**src/rgc_pkg.sv**
```systemverilog
`timescale 1ns / 1ps
package rgc_pkg;

  localparam int MAP_DIM_DEF    = 8;
  localparam int FRAC_BITS_DEF  = 12;
  localparam int ANGLE_BITS_DEF = 12;

  localparam int PLAYER_W = 15;
  localparam int DIM_W    = 12;

  // odd Horner coefficients of sin(pi/2 * x), Q30
  localparam logic [31:0] C1 = 32'd1686629713;
  localparam logic [31:0] C3 = 32'd693598668;
  localparam logic [31:0] C5 = 32'd85569306;
  localparam logic [31:0] C7 = 32'd5026995;
  localparam logic [31:0] C9 = 32'd172271;

  localparam logic [13:0] LINE_SAT = 14'd8192;
  localparam logic [10:0] OUT_MAX  = 11'd2047;

  // register indexes
  localparam logic [2:0] REG_WALL_MAP      = 3'd0;
  localparam logic [2:0] REG_PLAYER_X      = 3'd1;
  localparam logic [2:0] REG_PLAYER_Y      = 3'd2;
  localparam logic [2:0] REG_VIEW_ANGLE    = 3'd3;
  localparam logic [2:0] REG_SCREEN_WIDTH  = 3'd4;
  localparam logic [2:0] REG_SCREEN_HEIGHT = 3'd5;

  typedef struct packed {
    logic done;      // quotient valid this cycle
    logic den_zero;  // divisor of that division was zero
  } rgc_div_status_t;

  typedef enum logic [9:0] {
    S_IDLE     = 10'b0000000001,
    S_ANG_DIV  = 10'b0000000010,
    S_SIN_MUL  = 10'b0000000100,
    S_SIN_UPD  = 10'b0000001000,
    S_DX_DIV   = 10'b0000010000,
    S_DY_DIV   = 10'b0000100000,
    S_SD_MUL   = 10'b0001000000,
    S_WALK     = 10'b0010000000,
    S_LINE_DIV = 10'b0100000000,
    S_FINISH   = 10'b1000000000
  } rgc_state_t;

endpackage

```
**src/rgc_div.sv**
```systemverilog
`timescale 1ns / 1ps
module rgc_div #(
  parameter int NW  = 25,
  parameter int DVW = 32
) (
  input  logic                     clk,
  input  logic                     rst,
  input  logic                     start,
  input  logic [NW-1:0]            num,
  input  logic [DVW-1:0]           den,
  output logic [NW-1:0]            quot,
  output rgc_pkg::rgc_div_status_t status
);
  import rgc_pkg::*;

  localparam int CNTW = (NW > 1) ? $clog2(NW) : 1;

  logic [DVW-1:0]  rem;
  logic [DVW-1:0]  den_r;
  logic [NW-1:0]   quo;
  logic [CNTW-1:0] cnt;
  logic            busy;
  logic            done;
  logic            den_zero;
  logic [DVW:0]    trial;
  logic [DVW:0]    diff;
  logic            fits;

  // restoring, one quotient bit per cycle
  assign trial = {rem, quo[NW-1]};
  assign diff  = trial - {1'b0, den_r};
  assign fits  = (trial >= {1'b0, den_r});

  always_ff @(posedge clk) begin
    if (rst) begin
      busy <= 1'b0;
      done <= 1'b0;
    end else begin
      done <= 1'b0;
      if (start) begin
        busy <= 1'b1;
      end else if (busy && cnt == CNTW'(0)) begin
        busy <= 1'b0;
        done <= 1'b1;
      end
    end
  end

  always_ff @(posedge clk) begin
    if (start) begin
      rem      <= '0;
      quo      <= num;
      den_r    <= den;
      den_zero <= (den == '0);
      cnt      <= CNTW'(NW - 1);
    end else if (busy) begin
      rem <= fits ? diff[DVW-1:0] : trial[DVW-1:0];
      quo <= {quo[NW-2:0], fits};
      cnt <= cnt - CNTW'(1);
    end
  end

  assign quot            = quo;
  assign status.done     = done;
  assign status.den_zero = den_zero;

endmodule

```
**src/rgc_mul.sv**
```systemverilog
`timescale 1ns / 1ps
module rgc_mul #(
  parameter int AW = 32,
  parameter int BW = 32
) (
  input  logic               clk,
  input  logic [AW-1:0]      a,
  input  logic [BW-1:0]      b,
  output logic [AW+BW-1:0]   prod
);
  always_ff @(posedge clk) begin
    prod <= {{BW{1'b0}}, a} * {{AW{1'b0}}, b};
  end
endmodule

```
**src/grid_raycast_column_core.sv**
```systemverilog
// Each column runs four divisions of NW = max(11+A, 2F+1, 12+F) bits and a walk of
//   1 to 4*MAP_DIM+4 steps on one shared restoring divider and one shared multiplier.
// One column at a time: in_ready is high only while idle, and a result stalled by
//   out_ready holds the block in S_FINISH. Reset (rst, synchronous, active high) clears
//   the sequencer and output valid and loads the register defaults; no clearing pass.
`timescale 1ns / 1ps
module grid_raycast_column_core #(
  parameter int MAP_DIM    = rgc_pkg::MAP_DIM_DEF,
  parameter int FRAC_BITS  = rgc_pkg::FRAC_BITS_DEF,
  parameter int ANGLE_BITS = rgc_pkg::ANGLE_BITS_DEF
) (
  input  logic        clk,
  input  logic        rst,
  // config write channel
  input  logic        cfg_valid,
  output logic        cfg_ready,
  input  logic [2:0]  cfg_index,
  input  logic [63:0] cfg_data,
  // column in
  input  logic        in_valid,
  output logic        in_ready,
  input  logic [10:0] column,
  // slice out
  output logic        out_valid,
  input  logic        out_ready,
  output logic [10:0] column_out,
  output logic [10:0] draw_start,
  output logic [10:0] draw_end,
  output logic        hit_side
);
  import rgc_pkg::*;

  localparam int F    = FRAC_BITS;
  localparam int A    = ANGLE_BITS;
  localparam int CW0  = PLAYER_W - F + 2;
  localparam int CW   = (CW0 > 5) ? CW0 : 5;     // signed cell coordinate
  localparam int SW   = F + 1;                   // sine magnitude, up to 1.0
  localparam int DLW  = 2 * F + 3;               // delta distance
  localparam int DW   = 2 * F + 8;               // side distances over the walk
  localparam int NW0  = (11 + A > 2 * F + 1) ? 11 + A : 2 * F + 1;
  localparam int NW   = (NW0 > 12 + F) ? NW0 : 12 + F;
  localparam int MAW  = (DLW > 32) ? DLW : 32;
  localparam int PRW  = MAW + 32;
  localparam int NMAX = 4 * MAP_DIM + 4;
  localparam int NCW  = $clog2(NMAX);
  localparam logic [A-1:0]   QUARTER = A'(1) << (A - 2);
  localparam logic [31:0]    ANG_OFS = 32'((1 << A) - (1 << A) / 12);
  localparam logic [32:0]    RND     = 33'(1) << (29 - F);
  localparam logic [SW-1:0]  ONE_Q   = SW'(1) << F;
  localparam logic [DLW-1:0] DSAT    = DLW'(1) << (2 * F + 2);
  localparam logic signed [CW-1:0] CSTEP = CW'(1);
  localparam logic signed [CW-1:0] MAPC  = CW'(MAP_DIM);

  // ---- configuration registers ----
  logic [63:0]         wall_map;
  logic [PLAYER_W-1:0] player_x;
  logic [PLAYER_W-1:0] player_y;
  logic [11:0]         view_angle;
  logic [DIM_W-1:0]    screen_width;
  logic [DIM_W-1:0]    screen_height;

  assign cfg_ready = 1'b1;

  always_ff @(posedge clk) begin
    if (rst) begin
      wall_map      <= '0;
      player_x      <= PLAYER_W'(6144);
      player_y      <= PLAYER_W'(6144);
      view_angle    <= '0;
      screen_width  <= DIM_W'(640);
      screen_height <= DIM_W'(480);
    end else if (cfg_valid) begin
      case (cfg_index)
        REG_WALL_MAP:      wall_map      <= cfg_data;
        REG_PLAYER_X:      player_x      <= cfg_data[PLAYER_W-1:0];
        REG_PLAYER_Y:      player_y      <= cfg_data[PLAYER_W-1:0];
        REG_VIEW_ANGLE:    view_angle    <= cfg_data[11:0];
        REG_SCREEN_WIDTH:  screen_width  <= cfg_data[DIM_W-1:0];
        REG_SCREEN_HEIGHT: screen_height <= cfg_data[DIM_W-1:0];
        default: ;
      endcase
    end
  end

  // ---- shared units ----
  logic             div_start;
  logic [NW-1:0]    div_num;
  logic [DW-1:0]    div_den;
  logic [NW-1:0]    div_quot;
  rgc_div_status_t  div_st;

  rgc_div #(.NW(NW), .DVW(DW)) u_div (
    .clk    (clk),
    .rst    (rst),
    .start  (div_start),
    .num    (div_num),
    .den    (div_den),
    .quot   (div_quot),
    .status (div_st)
  );

  logic [MAW-1:0] mul_a;
  logic [31:0]    mul_b;
  logic [PRW-1:0] prod;

  rgc_mul #(.AW(MAW), .BW(32)) u_mul (
    .clk  (clk),
    .a    (mul_a),
    .b    (mul_b),
    .prod (prod)
  );

  // ---- sequencer and datapath registers ----
  rgc_state_t state, state_next;

  logic [10:0]      col_r;
  logic [A-1:0]     ang_r;
  logic             sin_sel;     // 0 working on x (cosine), 1 on y (sine)
  logic [2:0]       k;
  logic [30:0]      x_r;
  logic [30:0]      x2_r;
  logic [31:0]      p_r;
  logic [SW-1:0]    rx, ry;
  logic             negx, negy;
  logic [DLW-1:0]   dx, dy;
  logic [DW-1:0]    sdx, sdy;
  logic signed [CW-1:0] mx, my;
  logic             side;
  logic [NCW-1:0]   n;
  logic [13:0]      line_r;

  function automatic logic [30:0] fold_x(input logic [A-1:0] a);
    logic [A-3:0] r;
    logic [A-2:0] t;
    r = a[A-3:0];
    t = a[A-2] ? (A-1)'(QUARTER) - (A-1)'(r) : (A-1)'(r);
    return 31'(t) << (32 - A);
  endfunction

  // angle of this ray from the column division
  logic [31:0]  ang_sum;
  logic [A-1:0] ang_c;
  logic [A-1:0] cang_c;
  assign ang_sum = 32'(view_angle) + 32'(div_quot) + ANG_OFS;
  assign ang_c   = ang_sum[A-1:0];
  assign cang_c  = ang_c + QUARTER;

  // end of the sine polynomial: round to F fraction bits, cap at 1.0
  logic [31:0]   pf;
  logic [32:0]   rnd_sum;
  logic [32:0]   rnd_sh;
  logic [SW-1:0] sin_val;
  assign pf      = prod[61:30];
  assign rnd_sum = 33'(pf) + RND;
  assign rnd_sh  = rnd_sum >> (30 - F);
  assign sin_val = (rnd_sh > 33'(ONE_Q)) ? ONE_Q : rnd_sh[SW-1:0];

  logic sxn, syn;
  assign sxn = negx && (rx != '0);
  assign syn = negy && (ry != '0);

  logic [SW-1:0] frac_x, frac_y;
  assign frac_x = sxn ? SW'(player_x[F-1:0]) : ONE_Q - SW'(player_x[F-1:0]);
  assign frac_y = syn ? SW'(player_y[F-1:0]) : ONE_Q - SW'(player_y[F-1:0]);

  // multiplier operand select
  always_comb begin
    mul_a = '0;
    mul_b = '0;
    if (state == S_SIN_MUL) begin
      case (k)
        3'd0:    begin mul_a = MAW'(x_r); mul_b = 32'(x_r);  end
        3'd1:    begin mul_a = MAW'(C9);  mul_b = 32'(x2_r); end
        3'd5:    begin mul_a = MAW'(p_r); mul_b = 32'(x_r);  end
        default: begin mul_a = MAW'(p_r); mul_b = 32'(x2_r); end
      endcase
    end else if (state == S_SD_MUL) begin
      if (k == 3'd0) begin
        mul_a = MAW'(dx);
        mul_b = 32'(frac_x);
      end else begin
        mul_a = MAW'(dy);
        mul_b = 32'(frac_y);
      end
    end
  end

  logic [31:0] poly_c;
  always_comb begin
    case (k)
      3'd1:    poly_c = C7;
      3'd2:    poly_c = C5;
      3'd3:    poly_c = C3;
      default: poly_c = C1;
    endcase
  end

  // one DDA step: compare, add, and test the cell it enters
  logic                 step_x;
  logic signed [CW-1:0] mx_n, my_n;
  logic                 wall_hit;
  logic                 walk_end;
  assign step_x = (sdx < sdy);
  assign mx_n   = step_x ? (sxn ? mx - CSTEP : mx + CSTEP) : mx;
  assign my_n   = step_x ? my : (syn ? my - CSTEP : my + CSTEP);
  always_comb begin
    if (mx_n < 0 || my_n < 0 || mx_n >= MAPC || my_n >= MAPC) begin
      wall_hit = 1'b1;
    end else begin
      wall_hit = wall_map[{mx_n[2:0], my_n[2:0]}];
    end
  end
  assign walk_end = wall_hit || (n == NCW'(NMAX - 1));

  logic out_load;
  assign out_load = (state == S_FINISH) && (!out_valid || out_ready);
  assign in_ready = (state == S_IDLE);

  always_comb begin
    state_next = state;
    case (state)
      S_IDLE:     if (in_valid) state_next = S_ANG_DIV;
      S_ANG_DIV:  if (div_st.done) state_next = S_SIN_MUL;
      S_SIN_MUL:  state_next = S_SIN_UPD;
      S_SIN_UPD: begin
        if (k == 3'd5 && sin_sel) state_next = S_DX_DIV;
        else state_next = S_SIN_MUL;
      end
      S_DX_DIV:   if (div_st.done) state_next = S_DY_DIV;
      S_DY_DIV:   if (div_st.done) state_next = S_SD_MUL;
      S_SD_MUL:   if (k == 3'd2) state_next = S_WALK;
      S_WALK:     if (walk_end) state_next = S_LINE_DIV;
      S_LINE_DIV: if (div_st.done) state_next = S_FINISH;
      S_FINISH:   if (out_load) state_next = S_IDLE;
      default:    state_next = S_IDLE;
    endcase
  end

  always_ff @(posedge clk) begin
    if (rst) begin
      state     <= S_IDLE;
      div_start <= 1'b0;
    end else begin
      state     <= state_next;
      div_start <= 1'b0;
      case (state)
        S_IDLE:     if (in_valid) div_start <= 1'b1;
        S_SIN_UPD:  if (k == 3'd5 && sin_sel) div_start <= 1'b1;
        S_DX_DIV:   if (div_st.done) div_start <= 1'b1;
        S_WALK:     if (walk_end) div_start <= 1'b1;
        default: ;
      endcase
    end
  end

  always_ff @(posedge clk) begin
    case (state)
      S_IDLE: begin
        col_r   <= column;
        div_num <= NW'(column) << A;
        div_den <= DW'(15'(screen_width == '0 ? DIM_W'(1) : screen_width) * 15'(6));
      end
      S_ANG_DIV: begin
        if (div_st.done) begin
          ang_r   <= ang_c;
          x_r     <= fold_x(cang_c);
          negx    <= cang_c[A-1];
          negy    <= ang_c[A-1];
          sin_sel <= 1'b0;
          k       <= 3'd0;
        end
      end
      S_SIN_UPD: begin
        case (k)
          3'd0:    x2_r <= prod[60:30];
          3'd5:    ;
          default: p_r <= poly_c - prod[61:30];
        endcase
        if (k == 3'd5) begin
          k <= 3'd0;
          if (!sin_sel) begin
            rx      <= sin_val;
            sin_sel <= 1'b1;
            x_r     <= fold_x(ang_r);
          end else begin
            ry      <= sin_val;
            div_num <= NW'(1) << (2 * F);
            div_den <= DW'(rx);
          end
        end else begin
          k <= k + 3'd1;
        end
      end
      S_DX_DIV: begin
        if (div_st.done) begin
          dx      <= div_st.den_zero ? DSAT : DLW'(div_quot);
          div_den <= DW'(ry);
        end
      end
      S_DY_DIV: begin
        if (div_st.done) begin
          dy <= div_st.den_zero ? DSAT : DLW'(div_quot);
          k  <= 3'd0;
          mx <= CW'(player_x[PLAYER_W-1:F]);
          my <= CW'(player_y[PLAYER_W-1:F]);
        end
      end
      S_SD_MUL: begin
        if (k == 3'd1) sdx <= DW'(prod >> F);
        if (k == 3'd2) begin
          sdy <= DW'(prod >> F);
          n   <= '0;
        end
        k <= k + 3'd1;
      end
      S_WALK: begin
        // the stepped side distance before its add is the perpendicular distance
        if (step_x) sdx <= sdx + DW'(dx);
        else        sdy <= sdy + DW'(dy);
        mx   <= mx_n;
        my   <= my_n;
        side <= !step_x;
        n    <= n + NCW'(1);
        if (walk_end) begin
          div_num <= NW'(screen_height) << F;
          div_den <= step_x ? sdx : sdy;
        end
      end
      S_LINE_DIV: begin
        if (div_st.done) begin
          if (div_st.den_zero || div_quot > NW'(LINE_SAT)) line_r <= LINE_SAT;
          else line_r <= div_quot[13:0];
        end
      end
      default: ;
    endcase
  end

  // ---- slice rows and output register ----
  logic [10:0] half_h;
  logic [12:0] half_l;
  logic [13:0] end_sum;
  logic [11:0] h_last;
  logic [13:0] de_w;
  logic [10:0] ds_c, de_c;
  assign half_h  = screen_height[11:1];
  assign half_l  = line_r[13:1];
  assign end_sum = 14'(half_l) + 14'(half_h);
  assign h_last  = (screen_height == '0) ? 12'd0 : screen_height - 12'd1;
  assign de_w    = (end_sum > 14'(h_last)) ? 14'(h_last) : end_sum;
  assign ds_c    = (half_l >= 13'(half_h)) ? 11'd0 : half_h - half_l[10:0];
  assign de_c    = (de_w > 14'(OUT_MAX)) ? OUT_MAX : de_w[10:0];

  always_ff @(posedge clk) begin
    if (rst) begin
      out_valid <= 1'b0;
    end else if (out_load) begin
      out_valid <= 1'b1;
    end else if (out_ready) begin
      out_valid <= 1'b0;
    end
  end

  always_ff @(posedge clk) begin
    if (out_load) begin
      column_out <= col_r;
      draw_start <= ds_c;
      draw_end   <= de_c;
      hit_side   <= side;
    end
  end

endmodule

```
**config.mk**
```make
export PLATFORM = sky130hd
export DESIGN_NAME = grid_raycast_column_core
export DESIGN_NICKNAME = d
export VERILOG_FILES = /design/src/rgc_pkg.sv /design/src/rgc_div.sv /design/src/rgc_mul.sv /design/src/grid_raycast_column_core.sv
export SDC_FILE = /design/constraint.sdc
export NUM_CORES = 2
export LEC_CHECK = 0
export ABC_AREA = 1
export BUFFER_PORTS_ARGS = -buffer_cell sky130_fd_sc_hd__clkbuf_2
export CORE_UTILIZATION = 40
export CTS_CLUSTER_DIAMETER = 200
export DETAILED_ROUTE_END_ITERATION = 7
export PLACE_DENSITY = 0.58
export SYNTH_ARGS = -nofsm -noshare
export SYNTH_HDL_FRONTEND = slang
export SYNTH_SLANG_ARGS = --single-unit
```
**constraint.sdc**
```tcl
create_clock -name clk -period 10.2 [get_ports clk]
set_input_delay 1.02 -clock clk [delete_from_list [all_inputs] [get_ports clk]]
set_output_delay 1.02 -clock clk [all_outputs]
set_load 0.005 [all_outputs]
```
# Word-level counts from Yosys, hierarchy flattened
# Index checks and enable logic that the tools add are counted.
# op_classes
n_addsub,22
n_mul,2
div_mod_pow,0
order_cmp,12
eq_ne,35
shift,0
muxes,80
n_bitwise,2
n_reduce_logical,57
# op_table
op,n
$mux 32,12
$pmux 32 s2,3
$pmux 32 s4,1
$mux 25,5
$mux 31,4
$pmux 10 s10,1
$pmux 31 s3,1
$mux 27,3
$mux 10,8
$pmux 25 s3,1
$mux 13,5
$add 32x27->32,2
$mul 32x32->62,1
$pmux 31 s2,1
$mux 5,7
$add 32x18->33 const B,1
$ge 33x32->1,1
$logic_not 32->1,1
$lt 32x32->1,1
$sub 31x32->32,1
$sub 32x32->32,1
$reduce_and 2->1,15
$reduce_bool 13->1,2
$sub 13x12->13 const A,2
other kinds (64),130
# word_totals
reg_bits,689
latch_bits,0
ram_bits,0
romBits,0
in_bits,83
out_inout_bits,37
elab_cells,253
n_memories,0

# Longest topological paths before layout
# logic_depth
depth_word,12
ltp_mapped,45
ltp_nobuf,45

# Modules after synthesis
# Synthesis repeated with hierarchy kept, for this count alone.
# hier_totals
hier_cells,9511
area_unflattened_um2,73254.0
# by_module_without_submodules
module,n_inst,cells_each,area_per_inst_um2
rgc_mul,1,5017,37322.0
grid_raycast_column_core,1,3547,29469.5
rgc_div,1,947,6462.4

# Worst setup path before layout
# No wires, ideal clock.
# synth_timing
path_kind,register -> register
startpoint,reg ry[7]
endpoint,reg u_mul.prod[58]
setup_ps,112
t_arrival_ps,8019
required_ps,10088
slack_ps,2068
stages_incl_launch_ff,36
period_less_slack_ps,8132
cell_sequence,edfxtp_1 > nor4_1 > nand4_1 > nand2_1 > buf_2 > clkinv_1 > o21ai_0 > nand2_1 > o221ai_1 > nand2_1 > inv_1 > buf_2 > nor2_1 > fa_1 > inv_1 > fa_1 > inv_1 > fa_1 > inv_1 > fa_1 > fa_1 > inv_1 > fa_1 > fa_1 > fa_1 > ha_1 > a21oi_1 > o21ai_0 > a21oi_1 > inv_1 > a21oi_1 > nor3_1 > a2111oi_0 > nand2_1 > nand2_1 > nand2_1
# synth_between
elab_chain_len,7
# synth_lines
item,line_no,source
start: declaration,grid_raycast_column_core.sv:123,"logic [SW-1:0] rx, ry;"
start signal: assignment,grid_raycast_column_core.sv:286,ry <= sin_val;
$reduce_bool 13->1,grid_raycast_column_core.sv:160,assign syn = negy && (ry != '0);
$logic_and 1x1->1,grid_raycast_column_core.sv:160,
$mux 13,grid_raycast_column_core.sv:164,assign frac_y = syn ? SW'(player_y[F-1:0]) : ONE_Q - SW'(player_y[F-1:0]);
$mux 13,grid_raycast_column_core.sv:178,if (k == 3'd0) begin
$mux 13,grid_raycast_column_core.sv:177,end else if (state == S_SD_MUL) begin
$mux 32,grid_raycast_column_core.sv:170,if (state == S_SIN_MUL) begin
$mul 32x32->62,rgc_mul.sv:12,"prod <= {{BW{1'b0}}, a} * {{AW{1'b0}}, b};"
end signal: assignment,rgc_mul.sv:12,
end: declaration,rgc_mul.sv:9,output logic [AW+BW-1:0] prod
# Every way passes these cells.
# A chain may end at the register's enable or synchronous reset.

# Final worst setup path
# layout_timing
startpoint,reg k[0]
endpoint,reg u_mul.prod[59]
# layout_between
elab_chain_len,5
word_cells_on_any_way,13
classes_between,1 x mul; 2 x eq/ne; 8 x mux; 2 x reduce/logical
# layout_lines
item,line_no,source
start: declaration,grid_raycast_column_core.sv:119,logic [2:0] k;
start signal: assignment,grid_raycast_column_core.sv:291,k <= k + 3'd1;
start signal: assignment,grid_raycast_column_core.sv:314,k <= k + 3'd1;
$eq 3x3->1 or $logic_not 3->1 (tied branches),"grid_raycast_column_core.sv:171, grid_raycast_column_core.sv:178",
$reduce_or 2->1 (no source line) (tied with other cells),--,
$mux 31 (tied with other cells),grid_raycast_column_core.sv:171,case (k)
$mux 32,grid_raycast_column_core.sv:170,
$mul 32x32->62 *,rgc_mul.sv:12,
# Every way passes the cells marked *; elsewhere a longest branch is shown, timed or not.

==> flow_summary.json <==
{
  "antenna_found_initial": 11,
  "synth.distinct_cells": 77,
  "regArea_sq_um": 17000,
  "yosysSeqAreaShare_pct": 25.0,
  "crit_slowest_cell": "fa_1",
  "layout.nets": 9748,
  "chipWidth_microns": 414,
  "crit_fanout": 13,
  "drive_gt1_share_pct": 7.06,
  "postLayoutCoreUtil_pct": 44.4,
  "yosysMostFrequentCell": "inv_1",
  "hold_viol": 0,
  "status": "completed",
  "dpl.hpwl_mm": 198,
  "vias": 56000,
  "n_fill_cell": 16800,
  "viasPerCell": 5.32,
  "dr.pass1.iters": 6,
  "track_usage_pct": 28.4,
  "cts_htree_levels": 3,
  "multi_input_area_sq_um": 43700,
  "core_sq_um": 168000,
  "finalPower_uw": 8670,
  "min_path_type": "flop to flop",
  "cts-root-buf": "clkbuf_16",
  "cts_tree": "built",
  "cts_resized": 0,
  "drcViolationCount": 0,
  "synth_ff_type": "edfxtp_1",
  "rsz0062_at_grt": "false",
  "arrival_ns": 10.24,
  "r2r-start": "k[0]",
  "worst_pin_slew_ns": 1.14,
  "antenna_left": 0,
  "grt_pass1_vias": 56800,
  "timing.fmax_ghz": 0.103,
  "grt.overflow.total": 0,
  "synth_edf_count": 411,
  "irDropWorstVdd_uv": 137,
  "synth_largest_area_cell": "fa_1",
  "drt_iter0_markers": 5271,
  "final_area_sq_um": 74400,
  "die_h_microns": 414,
  "crit_type": "flop to flop",
  "async_flop_share_pct": 0,
  "cts_buffers": 72,
  "crit_path_frequent_cell": "inv_1",
  "layout_min_cycle_time_ns": 9.69,
  "dpl-instance-area_sq_um": 71900,
  "synthTopCellsByCount": "1593 x inv_1, 1481 x nand2_1, 934 x nor2_1",
  "portBuffers": 118,
  "insertion_delay_ns": 0.68,
  "synth_nets": 9579,
  "yosysTopAreaCellShare_pct": 25.8,
  "routed_wl_mm": 242,
  "setup_viol": 0,
  "max_slew_margin_pct": 23.3,
  "max-clock-path-buffers": 3,
  "cts_setup_buffers": 0,
  "leakage_uw": 0.0348,
  "path_clk_slew_ns": 0.06,
  "p_per_area_nw_per_um2": 117,
  "crit_required_ns": 10.76,
  "avgSynthCellArea_sq_um": 8.37,
  "startpoint_type": "flop",
  "hold_buffers": 0,
  "cap_violations": 0,
  "initial_utilization_pct": 40.4,
  "synth_seq_cells": 642,
  "dieArea_sq_um": 171000,
  "crit_start": "k[0]",
  "finalCritPeriodShare_pct": 95.0,
  "grt_max_degree": 123,
  "synth_warnings": 0,
  "cts.sinks": 642,
  "grt_pass1_wl_mm": 361,
  "tns_ns": 0,
  "num_rows": 150,
  "slew_viol_final": 0,
  "max_stage_delay_ns": 0.57,
  "cp-end-kind": "flop",
  "place_congestion": 1.02,
  "fin_skew_ns": 0.0427,
  "netlist_top_cells_area": "fa_1 26%, edfxtp_1 18%, ha_1 9.6%",
  "min_from": "col_r[1]",
  "synthCells": 8103,
  "syn2layout_area_growth_pct": 9.70,
  "wl_per_cell_microns": 23.0,
  "syn_area_sq_um": 67800,
  "ios": 120
}
## registers in the layout, indices dropped and copies added (netlist names), 15 cells and up
| name | flops |
|---|---|
| div_den | 32 |
| dx | 26 |
| dy | 26 |
| p_r | 32 |
| player_x | 15 |
| player_y | 15 |
| sdx | 32 |
| sdy | 32 |
| u_div.den_r | 32 |
| u_div.quot | 25 |
| u_div.rem | 32 |
| u_mul.prod | 50 |
| wall_map | 64 |
| x2_r | 31 |
## worst paths after layout
kind                                  endpoint  slack (ns)  cells after the start
worst max-delay path            u_mul.prod[59]        0.51                     39
worst min-delay path             column_out[1]        0.42                      0
worst max register to register  u_mul.prod[59]        0.51                     39
worst min register to register   column_out[1]        0.42                      0
## metal layers
layer | global-route usage (%) | up-vias | share of wire, %
met5 | 0 | - | 0.031
met4 | 8.45 | 10 | 3.3
met3 | 5.99 | 375 | 8.7
met2 | 43.8 | 2227 | 44
met1 | 40.0 | 27700 | 44
li1 | - | 25700 | -
## layout by cell type (no fill, tap or decap), drive strengths merged, types with 12 or more instances in the layout
cell | Yosys | final
nor3 | 73 | 73
inv | 1623 | 1627
or2 | 26 | 26
edfxtp | 411 | 411
a31oi | 27 | 27
ha | 519 | 519
o21ai | 445 | 445
a21oi | 440 | 440
xnor2 | 54 | 54
o22ai | 13 | 13
o21a | 37 | 37
a21boi | 16 | 16
o211ai | 69 | 69
xor2 | 131 | 131
dfxtp | 231 | 231
nor4 | 32 | 32
nand3 | 217 | 217
nand2 | 1506 | 1506
buf | 70 | 221
a22oi | 12 | 12
a221oi | 17 | 17
o31ai | 12 | 12
nor2 | 947 | 947
clkinv | 20 | 43
fa | 874 | 874
nand4 | 28 | 28
clkbuf | 174 | 214
## where the power goes
part	switching [uW]	internal [uW]	total, uW
sequential	164	3210	3380
clock	1170	1590	2760
combinational	1800	733	2530
## logic make-up (layout without fill, tap and decap cells)
family,Yosys count,after routing,synth area share [%]
simple gates,2844,2844,17.0
mux,1,1,0.0148
xor+xnor,185,185,2.40
flops,642,642,25.0
compound gates,1150,1150,9.59
fa+ha+maj,1393,1393,35.4
other cells,1,2,0.00553
buf+inv,1887,2114,10.6
## through the flow
stage / cells / hold WS, ns / setup slack, ns
2_1_floorplan: 8103 / 0.400 / 2.07
6_report: 10500 / 0.417 / 0.513
4_1_cts: 10500 / 0.419 / 0.596
5_1_grt: 10500 / 0.427 / 0.0607
3_5_place_dp: 10400 / 0.405 / 0.618
3_3_place_gp: 10400 / 0.402 / 0.684
## cell type report
class                      count  area share [%]
antenna                        1         0.00336
multi-input combinational   5574            58.8
clock buffer                  96            2.82
sequential                   642            22.8
inverter                    1643            8.30
tap                         2204            3.71
clock inverter                36           0.557
timing repair buffer         339            3.04
## critical path: cells and delay by family (launching register included)
| kind | cells | cell delay, ns |
|---|---|---|
| fa+ha+maj | 10 | 4.60 |
| buf+inv | 13 | 1.80 |
| simple gates | 10 | 1.14 |
| compound gates | 6 | 1.57 |
| flops | 1 | 0.44 |
Note: power is estimated with default switching activity, not from simulation.
